### src/hdl/imu_shake_direction_detector_macros.svh
// Assertion macros for the shake direction detector.
`ifndef IMU_SHAKE_DIRECTION_DETECTOR_MACROS_SVH
`define IMU_SHAKE_DIRECTION_DETECTOR_MACROS_SVH

// expr must hold at every clock edge out of reset
`define ISDD_ASSERT(label, expr, msg) \
    label: assert property (@(posedge i_clk) disable iff (!i_rst_n) (expr)) else $error(msg);

// ante at one edge implies cons at the next edge
`define ISDD_ASSERT_NEXT(label, ante, cons, msg) \
    label: assert property (@(posedge i_clk) disable iff (!i_rst_n) \
        (ante) |=> (cons)) else $error(msg);

`endif

### src/hdl/isdd_pkg.sv
package isdd_pkg;

    typedef enum logic [5:0] {
        S_IDLE = 6'b000001,
        S_MUL  = 6'b000010,
        S_ROOT = 6'b000100,
        S_UPD  = 6'b001000,
        S_DEC  = 6'b010000,
        S_OUT  = 6'b100000
    } t_state;

    localparam int CFG_IDX_W  = 3;
    localparam int CFG_DATA_W = 24;

    localparam logic [CFG_IDX_W-1:0] CFG_DECAY    = 3'd0;
    localparam logic [CFG_IDX_W-1:0] CFG_THRESH   = 3'd1;
    localparam logic [CFG_IDX_W-1:0] CFG_WINDOW   = 3'd2;
    localparam logic [CFG_IDX_W-1:0] CFG_TIMEOUT  = 3'd3;
    localparam logic [CFG_IDX_W-1:0] CFG_COOLDOWN = 3'd4;

    localparam logic [15:0] DECAY_RST    = 16'd58982;
    localparam logic [23:0] THRESH_RST   = 24'd2000;
    localparam logic [15:0] WINDOW_RST   = 16'd150;
    localparam logic [15:0] TIMEOUT_RST  = 16'd500;
    localparam logic [15:0] COOLDOWN_RST = 16'd400;

    localparam logic signed [1:0] DIR_NONE  = 2'sb00;
    localparam logic signed [1:0] DIR_RIGHT = 2'sb01;
    localparam logic signed [1:0] DIR_LEFT  = 2'sb11;

endpackage

### src/hdl/imu_shake_direction_detector.sv
// Each sample passes S_MUL (the shared multiplier forms the three squared differences,
// then the decayed intensity), S_ROOT (bit-serial square root), S_UPD, S_DEC and S_OUT;
// the first sample after reset, which has no previous sample, goes straight to S_DEC.
// Input stalls outside S_IDLE: a sample is taken only once the last result is loaded.
// One held result does not block input; output stall then delays the next result load.
// Reset: synchronous active-low i_rst_n clears state and loads register defaults.
`include "imu_shake_direction_detector_macros.svh"

module imu_shake_direction_detector
    import isdd_pkg::*;
#(
    parameter int ACCEL_WIDTH     = 16,
    parameter int INTENSITY_WIDTH = 24
) (
    input  logic                          i_clk,
    input  logic                          i_rst_n,
    input  logic                          i_cfg_we,
    input  logic [CFG_IDX_W-1:0]          i_cfg_index,
    input  logic [CFG_DATA_W-1:0]         i_cfg_data,
    input  logic                          i_in_valid,
    output logic                          o_in_stall,
    input  logic signed [ACCEL_WIDTH-1:0] i_accel_x,
    input  logic signed [ACCEL_WIDTH-1:0] i_accel_y,
    input  logic signed [ACCEL_WIDTH-1:0] i_accel_z,
    input  logic [31:0]                   i_time_ms,
    output logic                          o_out_valid,
    input  logic                          i_out_stall,
    output logic signed [1:0]             o_direction,
    output logic                          o_detecting
);

    localparam int A    = ACCEL_WIDTH;
    localparam int IW   = INTENSITY_WIDTH;
    localparam int MA   = (A + 1 > IW) ? A + 1 : IW;
    localparam int MB   = (A + 1 > 16) ? A + 1 : 16;
    localparam int PW   = MA + MB;
    localparam int SQ_W = 2 * A + 2;
    localparam int RT_W = A + 1;
    localparam int CNT_W = $clog2(RT_W);
    localparam int SUM_W = ((IW > RT_W) ? IW : RT_W) + 1;
    localparam int CW    = (IW + 4 > 26) ? IW + 4 : 26;
    localparam logic [CNT_W-1:0] RT_LAST  = CNT_W'(RT_W - 1);
    localparam logic [CNT_W-1:0] MUL_LAST = CNT_W'(3);

    t_state r_state;

    logic [15:0] r_decay;
    logic [23:0] r_thresh;
    logic [15:0] r_window;
    logic [15:0] r_timeout;
    logic [15:0] r_cooldown;

    logic                r_have_prev;
    logic signed [A-1:0] r_px, r_py, r_pz;
    logic signed [A-1:0] r_ax, r_ay, r_az;
    logic [31:0]         r_now;
    logic [IW-1:0]       r_intensity;
    logic                r_phase;
    logic [31:0]         r_win_start;
    logic signed [31:0]  r_xsum;
    logic [31:0]         r_cool_until;

    logic [CNT_W-1:0]  r_cnt;
    logic [SQ_W-1:0]   r_sq;
    logic [IW-1:0]     r_decayed;
    logic [RT_W+1:0]   r_rem;
    logic [RT_W-1:0]   r_root;
    logic signed [1:0] r_dir_pend;

    logic              r_out_valid;
    logic signed [1:0] r_direction;
    logic              r_detecting;

    // shared multiplier operands
    logic signed [A:0] dx, dy, dz, d_sel;
    logic [A:0]        d_abs;
    logic [MA-1:0]     mul_a;
    logic [MB-1:0]     mul_b;
    logic [PW-1:0]     prod;

    // square root step
    logic [RT_W+3:0] rem_sh, trial;
    logic            root_bit;

    // update and decide
    logic [SUM_W-1:0]   upd_sum;
    logic [CW-1:0]      int10, thr_ext, thr3, int_ext;
    logic [31:0]        elapsed;
    logic signed [32:0] xs_wide;
    logic signed [31:0] xs_sat;

    logic in_xfer, out_xfer;

    assign in_xfer  = i_in_valid && !o_in_stall;
    assign out_xfer = r_out_valid && !i_out_stall;

    assign o_in_stall  = (r_state != S_IDLE);
    assign o_out_valid = r_out_valid;
    assign o_direction = r_direction;
    assign o_detecting = r_detecting;

    always_comb begin
        dx = {r_ax[A-1], r_ax} - {r_px[A-1], r_px};
        dy = {r_ay[A-1], r_ay} - {r_py[A-1], r_py};
        dz = {r_az[A-1], r_az} - {r_pz[A-1], r_pz};
        case (r_cnt[1:0])
            2'd0:    d_sel = dx;
            2'd1:    d_sel = dy;
            default: d_sel = dz;
        endcase
        d_abs = d_sel[A] ? (A + 1)'(-d_sel) : (A + 1)'(d_sel);
        if (r_cnt[1:0] == 2'd3) begin
            mul_a = MA'(r_intensity);
            mul_b = MB'(r_decay);
        end else begin
            mul_a = MA'(d_abs);
            mul_b = MB'(d_abs);
        end
        prod = PW'(mul_a) * PW'(mul_b);
    end

    always_comb begin
        rem_sh   = {r_rem, r_sq[SQ_W-1:SQ_W-2]};
        trial    = (RT_W + 4)'({r_root, 2'b01});
        root_bit = (rem_sh >= trial);
    end

    always_comb begin
        upd_sum  = SUM_W'(r_decayed) + SUM_W'(r_root);
        int_ext  = CW'(r_intensity);
        int10    = (int_ext << 3) + (int_ext << 1);
        thr_ext  = CW'(r_thresh);
        thr3     = thr_ext + (thr_ext << 1);
        elapsed  = r_now - r_win_start;
        xs_wide  = {r_xsum[31], r_xsum} + 33'(r_ax);
        if (xs_wide[32] != xs_wide[31]) begin
            xs_sat = xs_wide[32] ? 32'sh8000_0000 : 32'sh7fff_ffff;
        end else begin
            xs_sat = xs_wide[31:0];
        end
    end

    always_ff @(posedge i_clk) begin
        if (!i_rst_n) begin
            r_decay    <= DECAY_RST;
            r_thresh   <= THRESH_RST;
            r_window   <= WINDOW_RST;
            r_timeout  <= TIMEOUT_RST;
            r_cooldown <= COOLDOWN_RST;
        end else if (i_cfg_we) begin
            unique case (i_cfg_index)
                CFG_DECAY:    r_decay    <= i_cfg_data[15:0];
                CFG_THRESH:   r_thresh   <= i_cfg_data[23:0];
                CFG_WINDOW:   r_window   <= i_cfg_data[15:0];
                CFG_TIMEOUT:  r_timeout  <= i_cfg_data[15:0];
                CFG_COOLDOWN: r_cooldown <= i_cfg_data[15:0];
                default: ;
            endcase
        end
    end

    always_ff @(posedge i_clk) begin
        if (!i_rst_n) begin
            r_state      <= S_IDLE;
            r_have_prev  <= 1'b0;
            r_px         <= '0;
            r_py         <= '0;
            r_pz         <= '0;
            r_intensity  <= '0;
            r_phase      <= 1'b0;
            r_win_start  <= '0;
            r_xsum       <= '0;
            r_cool_until <= '0;
            r_cnt        <= '0;
            r_out_valid  <= 1'b0;
        end else begin
            if (out_xfer && r_state != S_OUT) begin
                r_out_valid <= 1'b0;
            end
            unique case (r_state)
                S_IDLE: begin
                    if (in_xfer) begin
                        r_ax  <= i_accel_x;
                        r_ay  <= i_accel_y;
                        r_az  <= i_accel_z;
                        r_now <= i_time_ms;
                        r_cnt <= '0;
                        r_state <= r_have_prev ? S_MUL : S_DEC;
                    end
                end
                S_MUL: begin
                    if (r_cnt == MUL_LAST) begin
                        r_decayed <= prod[IW+15:16];
                        r_rem     <= '0;
                        r_root    <= '0;
                        r_cnt     <= '0;
                        r_state   <= S_ROOT;
                    end else begin
                        r_sq  <= (r_cnt == '0) ? prod[SQ_W-1:0] : r_sq + prod[SQ_W-1:0];
                        r_cnt <= r_cnt + CNT_W'(1);
                    end
                end
                S_ROOT: begin
                    r_sq   <= r_sq << 2;
                    r_rem  <= root_bit ? (RT_W + 2)'(rem_sh - trial) : (RT_W + 2)'(rem_sh);
                    r_root <= {r_root[RT_W-2:0], root_bit};
                    r_cnt  <= r_cnt + CNT_W'(1);
                    if (r_cnt == RT_LAST) begin
                        r_state <= S_UPD;
                    end
                end
                S_UPD: begin
                    if (upd_sum > SUM_W'({IW{1'b1}})) begin
                        r_intensity <= {IW{1'b1}};
                    end else begin
                        r_intensity <= upd_sum[IW-1:0];
                    end
                    r_state <= S_DEC;
                end
                S_DEC: begin
                    r_px        <= r_ax;
                    r_py        <= r_ay;
                    r_pz        <= r_az;
                    r_have_prev <= 1'b1;
                    r_dir_pend  <= (r_now >= r_cool_until && r_phase
                                    && elapsed >= 32'(r_window))
                                   ? (xs_sat[31] ? DIR_LEFT : DIR_RIGHT) : DIR_NONE;
                    if (r_now < r_cool_until) begin
                        if (int10 < thr_ext) begin
                            r_intensity <= '0;
                        end
                    end else if (!r_phase) begin
                        if (int_ext > thr_ext) begin
                            r_phase     <= 1'b1;
                            r_win_start <= r_now;
                            r_xsum      <= '0;
                        end
                    end else begin
                        r_xsum <= xs_sat;
                        if (elapsed >= 32'(r_window)) begin
                            r_phase      <= 1'b0;
                            r_cool_until <= r_now + 32'(r_cooldown);
                            r_intensity  <= '0;
                        end else if (elapsed >= 32'(r_timeout) || int10 < thr3) begin
                            r_phase     <= 1'b0;
                            r_intensity <= '0;
                        end
                    end
                    r_state <= S_OUT;
                end
                S_OUT: begin
                    if (!r_out_valid || !i_out_stall) begin
                        r_out_valid <= 1'b1;
                        r_direction <= r_dir_pend;
                        r_detecting <= r_phase;
                        r_state     <= S_IDLE;
                    end
                end
                default: r_state <= S_IDLE;
            endcase
        end
    end

    `ISDD_ASSERT_NEXT(a_accept_busy, in_xfer, r_state != S_IDLE, "idle after input transfer")
    `ISDD_ASSERT(a_report_leaves, !(r_out_valid && r_direction != DIR_NONE && r_detecting),
        "direction reported while still detecting")
    `ISDD_ASSERT(a_dir_code, !(r_out_valid && r_direction == 2'sb10), "bad direction code")
    `ISDD_ASSERT_NEXT(a_out_load, r_state == S_OUT && (!r_out_valid || !i_out_stall),
        r_out_valid && r_state == S_IDLE, "result not loaded")

endmodule

### config.mk
export PLATFORM = sky130hd
export DESIGN_NAME = imu_shake_direction_detector
export DESIGN_NICKNAME = d
export VERILOG_FILES = /design/src/hdl/isdd_pkg.sv /design/src/hdl/imu_shake_direction_detector.sv
export VERILOG_INCLUDE_DIRS = /design/src /design/src/hdl
export SDC_FILE = /design/constraint.sdc
export NUM_CORES = 2
export LEC_CHECK = 0
export BUFFER_PORTS_ARGS = -buffer_cell sky130_fd_sc_hd__buf_2
export CAP_MARGIN = 20
export CORE_MARGIN = 5
export CORE_UTILIZATION = 55
export CTS_CLUSTER_DIAMETER = 120
export DETAILED_ROUTE_END_ITERATION = 8
export GPL_ROUTABILITY_DRIVEN = 1
export PLACE_DENSITY = 0.72
export RECOVER_POWER = 50
export SLEW_MARGIN = 20
export SYNTH_ARGS = -nofsm -noshare
export SYNTH_HDL_FRONTEND = slang
export SYNTH_SLANG_ARGS = --single-unit
### constraint.sdc
create_clock -name i_clk -period 13.1 [get_ports i_clk]
set_clock_uncertainty 0.2 [all_clocks]
set_input_delay 2.62 -clock i_clk [delete_from_list [all_inputs] [get_ports i_clk]]
set_output_delay 2.62 -clock i_clk [all_outputs]
set_load 0.02 [all_outputs]
==> out/summary.txt <==
Master of the slowest instance on the critical path: sky130_fd_sc_hd__a211oi_1
Flip-flop and latch count after synthesis: 449
Final-layout worst hold slack: 0.223 ns
Horizontal die dimension: 297 um
Via count of the first global-routing pass: 37,097
Final worst path period share: 95.6%
Setup repair after global routing missed its margin: yes
Half-perimeter wire length after placement: 94,000 um
Number of buffer and inverter stages on the critical path: 5
Standard-cell row count: 105
Overall die area: 88,300 sq um
Worst Path Class, Setup: flop to flop
Cells after synthesis: 5,370
Sequential share of the synthesized area: 23.8%
Actual slew at the worst max-slew pin: 4.00 ns
CTS tree: done
Max-Slew Margin vs Limit: -167%
Port buffer count: 116
Dominant register cell in the synthesized netlist: sky130_fd_sc_hd__dfxtp_1
Worst Path Required: 13.21 ns
Clock-pin slew reported for the worst setup and hold paths after clock tree synthesis: 0.06 ns
Hold Fails Final Rpt: 0
Area share of the largest cell type after synthesis: 14.9%
Maximum Capacitance Violations: 4
CTS root buf: sky130_fd_sc_hd__clkbuf_16
Pin count of the biggest net entering global routing: 95
Core Box Area: 82,000 sq um
Post-Syn Area per Cell: 8.45 sq um
Outcome: complete, but fails checks
Violation count after the first detailed-route iteration: 2,445
Count of flip-flops with a built-in enable after synthesis: 179
Number of nets still failing antenna checks after routing: 0
Fraction of the mapped netlist area in simple logic gates: 16.7%
Setup violators final: 0
Final net count: 6,344
Global-route layer with the greatest usage: met2
Final Max Tran Viols: 268
Met3 usage in global routing: 3.50%
Sum of overflow across all layers after global routing: 0
CP peak stage delay: 0.61 ns
Detailed Route WL: 121,000 um
Fraction of synthesis flops using an asynchronous set or reset pin: 0%
Yosys Warn Count: 0
Minimum period implied by the final worst setup slack: 12.52 ns
Fraction of layout cells with a size suffix above 1: 5.73%
Dominant cell type by area after synthesis: sky130_fd_sc_hd__fa_1
Number of distinct standard cells referenced by the synthesized netlist: 94
Initial standard-cell utilization of the core: 55.3%
Met2 global-route usage: 43.7%
Overall die height: 297 um
Vias after detailed routing: 37,764
Total standard cell area after synthesis: 45,400 sq um
GRT Overall Usage: 26.8%
Critical path endpoint category: flop
CTS sink cnt: 449
Maximum fanout encountered on the critical timing path: 13
Pre-Repair DR Iteration Count: 5
Post-CTS setup repair buffer count: 0
Most frequent cell on the critical path: sky130_fd_sc_hd__fa_1
Drt via density: 5.80
Violations in the final reports: capacitance limit, slew limit
Proportion of synthesized area in mux cells: 1.91%
Xor/xnor share of the synthesized area: 4.53%
Weighted congestion reported at the end of routability-driven placement: 0.954
Top post-synthesis cells by area: sky130_fd_sc_hd__fa_1 (15%), sky130_fd_sc_hd__ha_1 (14%), sky130_fd_sc_hd__dfxtp_1 (12%)
Area Overhead vs Synth: 7.40%
Type of origin of the critical path: flop
Number of antenna violations at the first check in global routing: 1
Number of levels the H-tree was split into: 2
DRC violation count after routing: 0
Delay-heaviest family, CP: compound AO/OA/AOI/OAI gates
Compound-cell area share of the yosys netlist: 17.2%
Data arrival time of the critical path: 12.64 ns
Largest family of logic cells by synthesized area: adder cells
Met1 track demand over resource: 38.4%
Worst Hold Class: flop to flop
Adder-cell share of the synthesized area: 28.5%
First-pass GRT wire length: 197,000 um
Number of clock buffers inserted by TritonCTS: 51
F_max: 79.9 MHz
Routed length per instance: 18.5 um
Max Root-Sink Buffers: 3
Worst-Skew Late Latency: 0.61 ns
Number of primary I/O pins: 117
## per-layer routing
layer  share of wire (%)  wire length, um
met5                   0                0
met4                 2.5             2970
met3                 6.3             7550
met2                  45            54600
met1                  46            55400
## sequential cells by signal (all words and copies together), names as in the netlist, 17 cells and up
register and cells:
r_decayed 24, r_now 32, r_cool_until 32, r_rem 19, r_xsum 32, r_thresh 24
r_win_start 32, r_sq 34, r_root 17, r_intensity 24
## kinds of logic (layout without fill, tap and decap cells)
kind of cell / after synthesis / after routing
muxes: 86 / 86
xor gates and xnor gates: 233 / 233
and+or+nand+nor: 1674 / 1674
buffers and inverters: 878 / 942
adders and majority gates: 830 / 830
other: 2 / 14
DFF: 449 / 449
AOI/OAI and AO/OA: 1218 / 1218
## cell usage after synthesis, types with 90 or more instances
cell	number
sky130_fd_sc_hd__fa_1	338
sky130_fd_sc_hd__inv_1	680
sky130_fd_sc_hd__dfxtp_1	270
sky130_fd_sc_hd__ha_1	492
sky130_fd_sc_hd__xnor2_1	142
sky130_fd_sc_hd__a21oi_1	419
sky130_fd_sc_hd__clkbuf_1	161
sky130_fd_sc_hd__edfxtp_1	179
sky130_fd_sc_hd__nor2_1	351
sky130_fd_sc_hd__nand2_1	775
sky130_fd_sc_hd__o21ai_0	194
sky130_fd_sc_hd__xor2_1	90
sky130_fd_sc_hd__a21o_1	133
## layout by cell type, fill, tap and decap left out, drive strengths merged, types with 58 or more instances in the layout
cell type	instances
o21a	58
o211ai	68
ha	492
and2	82
mux2i	82
fa	338
a211oi	65
dfxtp	270
inv	685
nand3	87
edfxtp	179
nor2	351
clkbuf	80
nor3	74
a21o	133
o21ai	202
a21oi	420
xor2	90
nand2	775
xnor2	142
nand2b	60
buf	152
## cell type report
cell class | count | area, sq um
antenna | 1 | 2.50
clock buffer | 67 | 1490
clock inverter | 29 | 308
fill | 7411 | 33300
inverter | 681 | 2560
multi-input combinational | 4054 | 31300
sequential | 449 | 10800
tap | 1070 | 1340
timing repair buffer | 165 | 917
## path summary, 6_finish.rpt
kind / startpoint / to / slack, ns / cells after the start
setup / recovery: r_az[0]$_DFFE_PP_ / r_sq[32]$_DFFE_PP_ / 0.58 / 42
hold reg to reg: r_dir_pend[1]$_SDFFCE_PN0P_ / o_direction[1]$_DFFE_PP_ / 0.22 / 0
hold / removal: r_dir_pend[1]$_SDFFCE_PN0P_ / o_direction[1]$_DFFE_PP_ / 0.22 / 0
setup reg to reg: r_az[0]$_DFFE_PP_ / r_sq[32]$_DFFE_PP_ / 0.58 / 42
## metrics by stage
step                      util, %  std cells  setup slack, ns  TNS (ns)  instance area, sq um
after global routing         59.4       6515           -0.117    -0.209                 48700
after detailed placement     57.2       6419            0.536         0                 46900
after CTS                    59.4       6515            0.444         0                 48700
final                        59.4       6516            0.577         0                 48700
after floorplan                 -       5381             1.87         0                 45400
after global placement       57.2       6419            0.846         0                 46900
## what timing repair did
action | CTS | global route
setup endpoints to repair | 0 | 5
hold buffers | 0 | 0
gates resized for setup | 0 | 12
Power is not shown: default switching activity piles up to over one toggle a cycle in this logic, so the estimate is an artifact.
